File: src/sv/cbnp_pkg.sv
// ----------------------------------------------------------------------------
// cbnp_pkg
// Types, character constants and helpers shared by the custom base number
// parser modules.
// ----------------------------------------------------------------------------
package cbnp_pkg;

   localparam int unsigned MAX_DIGITS = 16;
   localparam int unsigned CHAR_W     = 8;
   localparam int unsigned VALUE_W    = 32;
   localparam int unsigned LEN_W      = 5;
   localparam int unsigned IDX_W      = 4;
   localparam int unsigned CSR_IDX_W  = 2;
   localparam int unsigned CSR_DATA_W = 64;

   localparam logic [CHAR_W-1:0] CHAR_NUL   = 8'd0;
   localparam logic [CHAR_W-1:0] CHAR_TAB   = 8'd9;
   localparam logic [CHAR_W-1:0] CHAR_CR    = 8'd13;
   localparam logic [CHAR_W-1:0] CHAR_SPACE = 8'd32;
   localparam logic [CHAR_W-1:0] CHAR_PLUS  = 8'h2B;
   localparam logic [CHAR_W-1:0] CHAR_MINUS = 8'h2D;

   localparam logic [CSR_IDX_W-1:0] CSR_DIGITS_LOW  = 2'd0;
   localparam logic [CSR_IDX_W-1:0] CSR_DIGITS_HIGH = 2'd1;
   localparam logic [CSR_IDX_W-1:0] CSR_BASE_LENGTH = 2'd2;

   typedef enum logic [1:0] {
      PH_SPACE = 2'd0,
      PH_SIGN  = 2'd1,
      PH_DIGIT = 2'd2,
      PH_DONE  = 2'd3
   } phase_type;

   typedef struct packed {
      logic             hit;
      logic [IDX_W-1:0] index;
   } match_type;

   function automatic logic is_space(input logic [CHAR_W-1:0] c);
      return ((c >= CHAR_TAB) && (c <= CHAR_CR)) || (c == CHAR_SPACE);
   endfunction

endpackage

File: src/sv/cbnp_digit_match.sv
// ----------------------------------------------------------------------------
// cbnp_digit_match
// Parallel lookup of a byte in the digit set and validity check of the set.
// ----------------------------------------------------------------------------
module cbnp_digit_match (
   input  logic [cbnp_pkg::CHAR_W-1:0]     character,
   input  logic [cbnp_pkg::CSR_DATA_W-1:0] digits_low,
   input  logic [cbnp_pkg::CSR_DATA_W-1:0] digits_high,
   input  logic [cbnp_pkg::LEN_W-1:0]      base_length,
   output cbnp_pkg::match_type             match,
   output logic                            set_invalid
);

   logic [cbnp_pkg::CHAR_W-1:0] digit_chars [cbnp_pkg::MAX_DIGITS];
   logic [cbnp_pkg::LEN_W-1:0]  used_len;
   logic                        bad_char;
   logic                        dup_char;

   always_comb begin
      for (int k = 0; k < cbnp_pkg::MAX_DIGITS; k++) begin
         if (k < 8) begin
            digit_chars[k] = digits_low[8*(k%8) +: 8];
         end else begin
            digit_chars[k] = digits_high[8*(k%8) +: 8];
         end
      end
   end

   assign used_len = (base_length > cbnp_pkg::LEN_W'(cbnp_pkg::MAX_DIGITS)) ?
                     cbnp_pkg::LEN_W'(cbnp_pkg::MAX_DIGITS) : base_length;

   always_comb begin
      match = '0;
      for (int k = cbnp_pkg::MAX_DIGITS - 1; k >= 0; k--) begin
         if ((cbnp_pkg::LEN_W'(k) < used_len) && (digit_chars[k] == character) &&
             (character != cbnp_pkg::CHAR_NUL)) begin
            match.hit   = 1'b1;
            match.index = cbnp_pkg::IDX_W'(k);
         end
      end
   end

   always_comb begin
      bad_char = 1'b0;
      dup_char = 1'b0;
      for (int i = 0; i < cbnp_pkg::MAX_DIGITS; i++) begin
         if (cbnp_pkg::LEN_W'(i) < used_len) begin
            if ((digit_chars[i] == cbnp_pkg::CHAR_NUL) ||
                (digit_chars[i] == cbnp_pkg::CHAR_MINUS) ||
                (digit_chars[i] == cbnp_pkg::CHAR_PLUS) ||
                cbnp_pkg::is_space(digit_chars[i])) begin
               bad_char = 1'b1;
            end
            for (int j = i + 1; j < cbnp_pkg::MAX_DIGITS; j++) begin
               if ((cbnp_pkg::LEN_W'(j) < used_len) && (digit_chars[j] == digit_chars[i])) begin
                  dup_char = 1'b1;
               end
            end
         end
      end
   end

   assign set_invalid = (base_length < cbnp_pkg::LEN_W'(2)) ||
                        (base_length > cbnp_pkg::LEN_W'(cbnp_pkg::MAX_DIGITS)) ||
                        bad_char || dup_char;

endmodule

File: src/sv/cbnp_parse_core.sv
// ----------------------------------------------------------------------------
// cbnp_parse_core
// Parse state of one string: phase, sign, accumulated magnitude and wrap flag.
// ----------------------------------------------------------------------------
module cbnp_parse_core (
   input  logic                             clock,
   input  logic                             reset,
   input  logic                             step,
   input  logic [cbnp_pkg::CHAR_W-1:0]      character,
   input  logic                             last,
   input  cbnp_pkg::match_type              match,
   input  logic [cbnp_pkg::LEN_W-1:0]       base_length,
   input  logic                             set_invalid,
   output logic signed [cbnp_pkg::VALUE_W-1:0] res_value,
   output logic                             res_overflow
);

   localparam int unsigned PROD_W = cbnp_pkg::VALUE_W + cbnp_pkg::LEN_W;

   cbnp_pkg::phase_type           phase_ff, phase_in;
   logic                          negative_ff, negative_in;
   logic [cbnp_pkg::VALUE_W-1:0]  acc_ff, acc_in;
   logic                          wrapped_ff, wrapped_in;
   logic                          at_sign;
   logic                          at_digit;
   logic [PROD_W-1:0]             product;

   assign at_sign  = (phase_ff == cbnp_pkg::PH_SIGN) ||
                     ((phase_ff == cbnp_pkg::PH_SPACE) && !cbnp_pkg::is_space(character));
   assign at_digit = (phase_ff == cbnp_pkg::PH_DIGIT) ||
                     (at_sign && (character != cbnp_pkg::CHAR_MINUS) &&
                      (character != cbnp_pkg::CHAR_PLUS));

   always_comb begin
      phase_in = phase_ff;
      if (at_digit) begin
         phase_in = match.hit ? cbnp_pkg::PH_DIGIT : cbnp_pkg::PH_DONE;
      end else if (at_sign) begin
         phase_in = cbnp_pkg::PH_SIGN;
      end
   end

   assign product = PROD_W'(acc_ff) * PROD_W'(base_length) + PROD_W'(match.index);

   always_comb begin
      negative_in = negative_ff ^ (at_sign && (character == cbnp_pkg::CHAR_MINUS));
      acc_in      = acc_ff;
      wrapped_in  = wrapped_ff;
      if (at_digit && match.hit) begin
         acc_in     = product[cbnp_pkg::VALUE_W-1:0];
         wrapped_in = wrapped_ff | (|product[PROD_W-1:cbnp_pkg::VALUE_W]);
      end
   end

   always_comb begin
      if (set_invalid) begin
         res_value    = '0;
         res_overflow = 1'b0;
      end else begin
         res_value    = negative_in ? -$signed(acc_in) : $signed(acc_in);
         res_overflow = wrapped_in;
      end
   end

   always_ff @(posedge clock) begin
      if (reset) begin
         phase_ff    <= cbnp_pkg::PH_SPACE;
         negative_ff <= 1'b0;
         acc_ff      <= '0;
         wrapped_ff  <= 1'b0;
      end else if (step) begin
         if (last) begin
            phase_ff    <= cbnp_pkg::PH_SPACE;
            negative_ff <= 1'b0;
            acc_ff      <= '0;
            wrapped_ff  <= 1'b0;
         end else begin
            phase_ff    <= phase_in;
            negative_ff <= negative_in;
            acc_ff      <= acc_in;
            wrapped_ff  <= wrapped_in;
         end
      end
   end

endmodule

File: src/sv/custom_base_number_parser.sv
// ----------------------------------------------------------------------------
// custom_base_number_parser
// Signed integer parser over a configurable digit set, one byte per item.
// ----------------------------------------------------------------------------
// Bytes of a string enter one item per cycle. Each item is registered, then
// parsed against the digit set; the digit lookup, the multiply-accumulate of
// the 32-bit magnitude and the sign logic sit between the input register and
// the result register. An item marked last yields one result in the result
// register, and the parser restarts with the next item. The input stalls
// only while a last item waits behind a result that the consumer has not
// taken. Digit set registers are written through the csr port, which is
// always ready; the user must write them only while no string is being
// parsed, as the block itself does not enforce this.
module custom_base_number_parser (
   input  logic                                  clock,
   input  logic                                  reset,
   input  logic                                  req_valid,
   output logic                                  req_stall,
   input  logic [cbnp_pkg::CHAR_W-1:0]           req_character,
   input  logic                                  req_last,
   output logic                                  rsp_valid,
   input  logic                                  rsp_stall,
   output logic signed [cbnp_pkg::VALUE_W-1:0]   rsp_value,
   output logic                                  rsp_base_invalid,
   output logic                                  rsp_overflow,
   input  logic                                  csr_valid,
   output logic                                  csr_ready,
   input  logic [cbnp_pkg::CSR_IDX_W-1:0]        csr_index,
   input  logic [cbnp_pkg::CSR_DATA_W-1:0]       csr_data
);

   logic [cbnp_pkg::CSR_DATA_W-1:0]     digits_low_ff;
   logic [cbnp_pkg::CSR_DATA_W-1:0]     digits_high_ff;
   logic [cbnp_pkg::LEN_W-1:0]          base_length_ff;
   logic                                s1_valid_ff, s1_valid_in;
   logic [cbnp_pkg::CHAR_W-1:0]         s1_char_ff;
   logic                                s1_last_ff;
   logic                                rsp_valid_ff, rsp_valid_in;
   logic signed [cbnp_pkg::VALUE_W-1:0] rsp_value_ff;
   logic                                rsp_invalid_ff;
   logic                                rsp_overflow_ff;
   logic                                out_free;
   logic                                s1_go;
   logic                                s1_emit;
   logic                                req_take;
   cbnp_pkg::match_type                 match;
   logic                                set_invalid;
   logic signed [cbnp_pkg::VALUE_W-1:0] res_value;
   logic                                res_overflow;

   assign csr_ready = 1'b1;

   always_ff @(posedge clock) begin
      if (reset) begin
         digits_low_ff  <= '0;
         digits_high_ff <= '0;
         base_length_ff <= '0;
      end else if (csr_valid && csr_ready) begin
         case (csr_index)
            cbnp_pkg::CSR_DIGITS_LOW:  digits_low_ff  <= csr_data;
            cbnp_pkg::CSR_DIGITS_HIGH: digits_high_ff <= csr_data;
            cbnp_pkg::CSR_BASE_LENGTH: base_length_ff <= csr_data[cbnp_pkg::LEN_W-1:0];
            default: begin
            end
         endcase
      end
   end

   assign out_free  = !rsp_valid_ff || !rsp_stall;
   assign s1_go     = s1_valid_ff && (!s1_last_ff || out_free);
   assign s1_emit   = s1_go && s1_last_ff;
   assign req_stall = s1_valid_ff && !s1_go;
   assign req_take  = req_valid && !req_stall;

   assign s1_valid_in  = req_take || (s1_valid_ff && !s1_go);
   assign rsp_valid_in = s1_emit || (rsp_valid_ff && rsp_stall);

   always_ff @(posedge clock) begin
      if (reset) begin
         s1_valid_ff  <= 1'b0;
         rsp_valid_ff <= 1'b0;
      end else begin
         s1_valid_ff  <= s1_valid_in;
         rsp_valid_ff <= rsp_valid_in;
      end
   end

   always_ff @(posedge clock) begin
      if (req_take) begin
         s1_char_ff <= req_character;
         s1_last_ff <= req_last;
      end
      if (s1_emit) begin
         rsp_value_ff    <= res_value;
         rsp_invalid_ff  <= set_invalid;
         rsp_overflow_ff <= res_overflow;
      end
   end

   cbnp_digit_match u_digit_match (
      .character   (s1_char_ff),
      .digits_low  (digits_low_ff),
      .digits_high (digits_high_ff),
      .base_length (base_length_ff),
      .match       (match),
      .set_invalid (set_invalid)
   );

   cbnp_parse_core u_parse_core (
      .clock        (clock),
      .reset        (reset),
      .step         (s1_go),
      .character    (s1_char_ff),
      .last         (s1_last_ff),
      .match        (match),
      .base_length  (base_length_ff),
      .set_invalid  (set_invalid),
      .res_value    (res_value),
      .res_overflow (res_overflow)
   );

   assign rsp_valid        = rsp_valid_ff;
   assign rsp_value        = rsp_value_ff;
   assign rsp_base_invalid = rsp_invalid_ff;
   assign rsp_overflow     = rsp_overflow_ff;

endmodule

File: config.mk
export PLATFORM = sky130hd
export DESIGN_NAME = custom_base_number_parser
export DESIGN_NICKNAME = d
export VERILOG_FILES = /design/src/sv/cbnp_pkg.sv /design/src/sv/cbnp_digit_match.sv /design/src/sv/cbnp_parse_core.sv /design/src/sv/custom_base_number_parser.sv
export SDC_FILE = /design/constraint.sdc
export NUM_CORES = 2
export LEC_CHECK = 0
export BUFFER_PORTS_ARGS = -buffer_cell sky130_fd_sc_hd__buf_2
export CORE_MARGIN = 10
export CORE_UTILIZATION = 40
export CTS_BUF_LIST = sky130_fd_sc_hd__clkbuf_4
export DETAILED_ROUTE_END_ITERATION = 8
export SYNTH_ARGS = -nofsm -noshare
export SYNTH_HDL_FRONTEND = slang
export SYNTH_SLANG_ARGS = --single-unit
File: constraint.sdc
create_clock -name clock -period 6.54 [get_ports clock]
set_clock_uncertainty 0.2 [all_clocks]
set_input_delay 0.327 -clock clock [delete_from_list [all_inputs] [get_ports clock]]
set_output_delay 0.327 -clock clock [all_outputs]
set_load 0.03 [all_outputs]
==> metrics.yaml <==
layout:
  seqCellArea_sq_um: 4720
  final_nets: 4105
  area_delta_synth_final_pct: 17.0
  fillCellCount: 7035
  drive_gt1_frac: 0.159
  multi_input_area_sq_um: 22500
  final_common_cell: "xnor2_1"
  final_cell_mix: "635 x xnor2_1, 512 x xor2_1, 394 x nand2_1"
flow_run:
  cap_violations: 0
clocking:
  cts_buffers: 68
  clkTransAtPathRegs_ns: 0.07
  cts_sinks: 214
  cts_root_buf: "clkbuf_4"
  cts_tree: "built"
  clk_latency_ns: 0.93
  clockBufferDepth: 3
  htree_levels: 3
die:
  ios: 117
  dieArea_sq_um: 82700
  die_w_um: 288
  fp.dieH_um: 288
  core-area_sq_um: 71200
  initial_core_util: 0.402
  rows: 98
placement:
  port-buffer-count: 115
  gp_congestion: 1.04
  post-dp-hpwl_um: 84800
pwr:
  swShare: 0.378
  cellLeakagePower_uw: 0.0151
  power_frac_seq: 0.337
  p_int_uw: 2640
  switchingPower_uw: 1600
  clkPwrFrac: 0.349
  p_per_area_nw_per_um2: 127
  p_total_uw: 4250
  worst_ir_drop_vdd_mv: 0.123
  p_comb_frac: 0.314
worst_setup_path:
  crit_top_cell: "a211oi_2"
  worstSetupStartpoint: "s1_char_ff[6]"
  reg2reg_setup_slack_ns: 0.004
  reg2reg_from: "s1_char_ff[6]"
  critPathArrivalTime_ns: 6.97
  crit_slowest_cell: "or4_4"
  start_kind: "flip-flop"
  timing.setup.critical_path_class: "reg -> reg"
  worstPathMaxFanout: 7
  crit_required_ns: 6.97
  end_kind: "flip-flop"
  max_stage_delay_ns: 0.58
logic_synthesis:
  synth_edf_count: 43
  netlist_instances: 3670
  yosys-top-cells-area: "xnor2_1 20%, xor2_1 16%, dfxtp_1 12%, fa_1 6.6%, nand2_1 5.2%"
  netlist-cell-type-count: 87
  synth.top_cell.area_share: 0.196
  synth_async_sr_flop_share: 0
  synth_top_area_cell: "xnor2_1"
  yosysWarnings: 0
  syn-mean-instance-area_sq_um: 7.81
  yosysSeqAreaShare: 0.165
  yosys_most_used_dff: "dfxtp_1"
  synth-seq-cells: 214
  synth_area_sq_um: 28700
  syn_nets: 3918
global_route:
  grt_max_degree: 94
  antenna_found_initial: 4
  grt.total_usage: 0.303
  grt_overflow: 0
  grt_pass1_wl_um: 190000
  grt_pass1_vias: 28200
routing:
  viasPerCell: 6.03
  vias: 29300
  drt_wl_total_um: 129000
  dr.pass1.iters: 6
  initialDrtViolationCount: 4303
  wl_per_cell_um: 26.5
  ant_nets: 0
  drc_errors: 0
timing:
  final-setup-viol-count: 0
  finalCritPeriodShare: 0.999
  slew_viol_final: 0
  hold_violations: 0
  finalCriticalPeriod_ns: 6.54
  slew_headroom: 0.157
  rsz0062_at_grt: "yes"
  tightest_slew_ns: 1.26
  fmax_mhz: 153
  hold_slack_ns: 0.0170
outcome:
  outcome: "complete, no violations"
hold_path:
  hp-class: "in -> reg"
  hp-start: "csr_data[45]"
==> sequential cells by signal (all words and copies together), names as in the netlist <==
register,cells
digits_high_ff,64
digits_low_ff,64
rsp_value,32
u_parse_core.acc_ff,32
s1_char_ff,8
base_length_ff,5
u_parse_core.phase_ff,2
rsp_base_invalid,1
rsp_overflow,1
rsp_valid,1
s1_last_ff,1
s1_valid_ff,1
u_parse_core.negative_ff,1
u_parse_core.wrapped_ff,1
==> power groups by stage <==
stage	sequential (uW)	clock (uW)	combinational, uW
6_report	1430	1480	1340
5_1_grt	1430	1570	1400
4_1_cts	1420	1500	1280
3_5_place_dp	1450	0	1230
3_3_place_gp	1450	0	1210
2_1_floorplan	1420	0	852
==> synth_stat cells (5+ instances only) <==
library cell / n
nand2_1: 396
o21ai_0: 56
o41ai_1: 16
or4_1: 9
a21oi_1: 222
fa_1: 94
nor3_1: 71
mux2i_1: 29
nand3_1: 35
nor2_1: 146
o211ai_1: 8
a22oi_1: 36
nand4_1: 151
inv_1: 103
edfxtp_1: 43
a211oi_1: 18
a211o_1: 5
or3_1: 17
o31ai_1: 11
a21o_1: 13
buf_4: 10
buf_2: 31
nor2b_1: 6
clkbuf_1: 233
a31oi_1: 29
ha_1: 74
nand2b_1: 12
xnor2_1: 640
dfxtp_1: 171
nor4_1: 163
o21a_1: 6
and2_1: 88
a31o_2: 5
xor2_1: 513
o31a_1: 5
o22ai_1: 7
buf_1: 106
==> routing by layer <==
metal  vias up  share of wire  track usage
met5         -        0.00026            0
met4         4          0.075        0.199
met3       578           0.13        0.100
met2      2001           0.42        0.453
met1     14000           0.37        0.366
li1      12700              -            -
==> what timing repair did <==
item,4_1_cts,5_1_grt
hold endpoints to repair,173,0
hold buffers,93,0
setup buffers,9,6
gates resized for setup,36,77
cloned,2,0
pin swaps,17,37
endpoints found under the setup margin,19,21
==> worst paths after layout <==
check / to / depth (start not counted)
max reg2reg: rsp_value[26] / 26
min: digits_low_ff[45] / 4
min reg2reg: u_parse_core.phase_ff[0] / 2
max: rsp_value[26] / 26
==> area by class of cell <==
class | count | share of cell area
Inverter | 103 | 0.0115
Sequential cell | 214 | 0.141
Multi-Input combinational cell | 2969 | 0.672
Tap cell | 950 | 0.0354
Antenna cell | 3 | 0.000224
Clock inverter | 24 | 0.00522
Timing Repair Buffer | 501 | 0.114
Clock buffer | 92 | 0.0206
==> through the flow <==
stage	setup WS (ns)	cell area [sq um]	setup TNS, ns	util	cells
3_5_place_dp	-0.482	31100	-5.26	0.436	4630
4_1_cts	-0.00332	33100	-0.00332	0.465	4850
6_report	0.00354	33500	0	0.471	4856
3_3_place_gp	-0.375	31100	-3.93	0.436	4630
5_1_grt	-0.257	33500	-3.12	0.471	4856
2_1_floorplan	0.0340	28700	0	-	3670
==> kinds of logic (layout without fill, tap and decap cells) <==
family / after synthesis / after routing / synth area share
xor gates and xnor gates: 1153 / 1153 / 0.352
and+or+nand+nor: 1135 / 1136 / 0.201
buffers and inverters: 488 / 720 / 0.0677
AOI/OAI and AO/OA: 481 / 481 / 0.106
DFF: 214 / 214 / 0.165
adders and majority gates: 168 / 168 / 0.0980
muxes: 30 / 30 / 0.0105
other: 1 / 4 / 0.000131
==> critical path: cells and delay by family, from the launching register on <==
kind                     cells  cell delay, ns
adder cells (fa/ha/maj)      4            1.60
XOR/XNOR                     1            0.15
AO/OA/AOI/OAI                7            1.44
AND/OR/NAND/NOR              8            1.82
buffers and inverters        6            0.68
flip-flops                   1            0.41
Power figures use the tool's default switching activity.
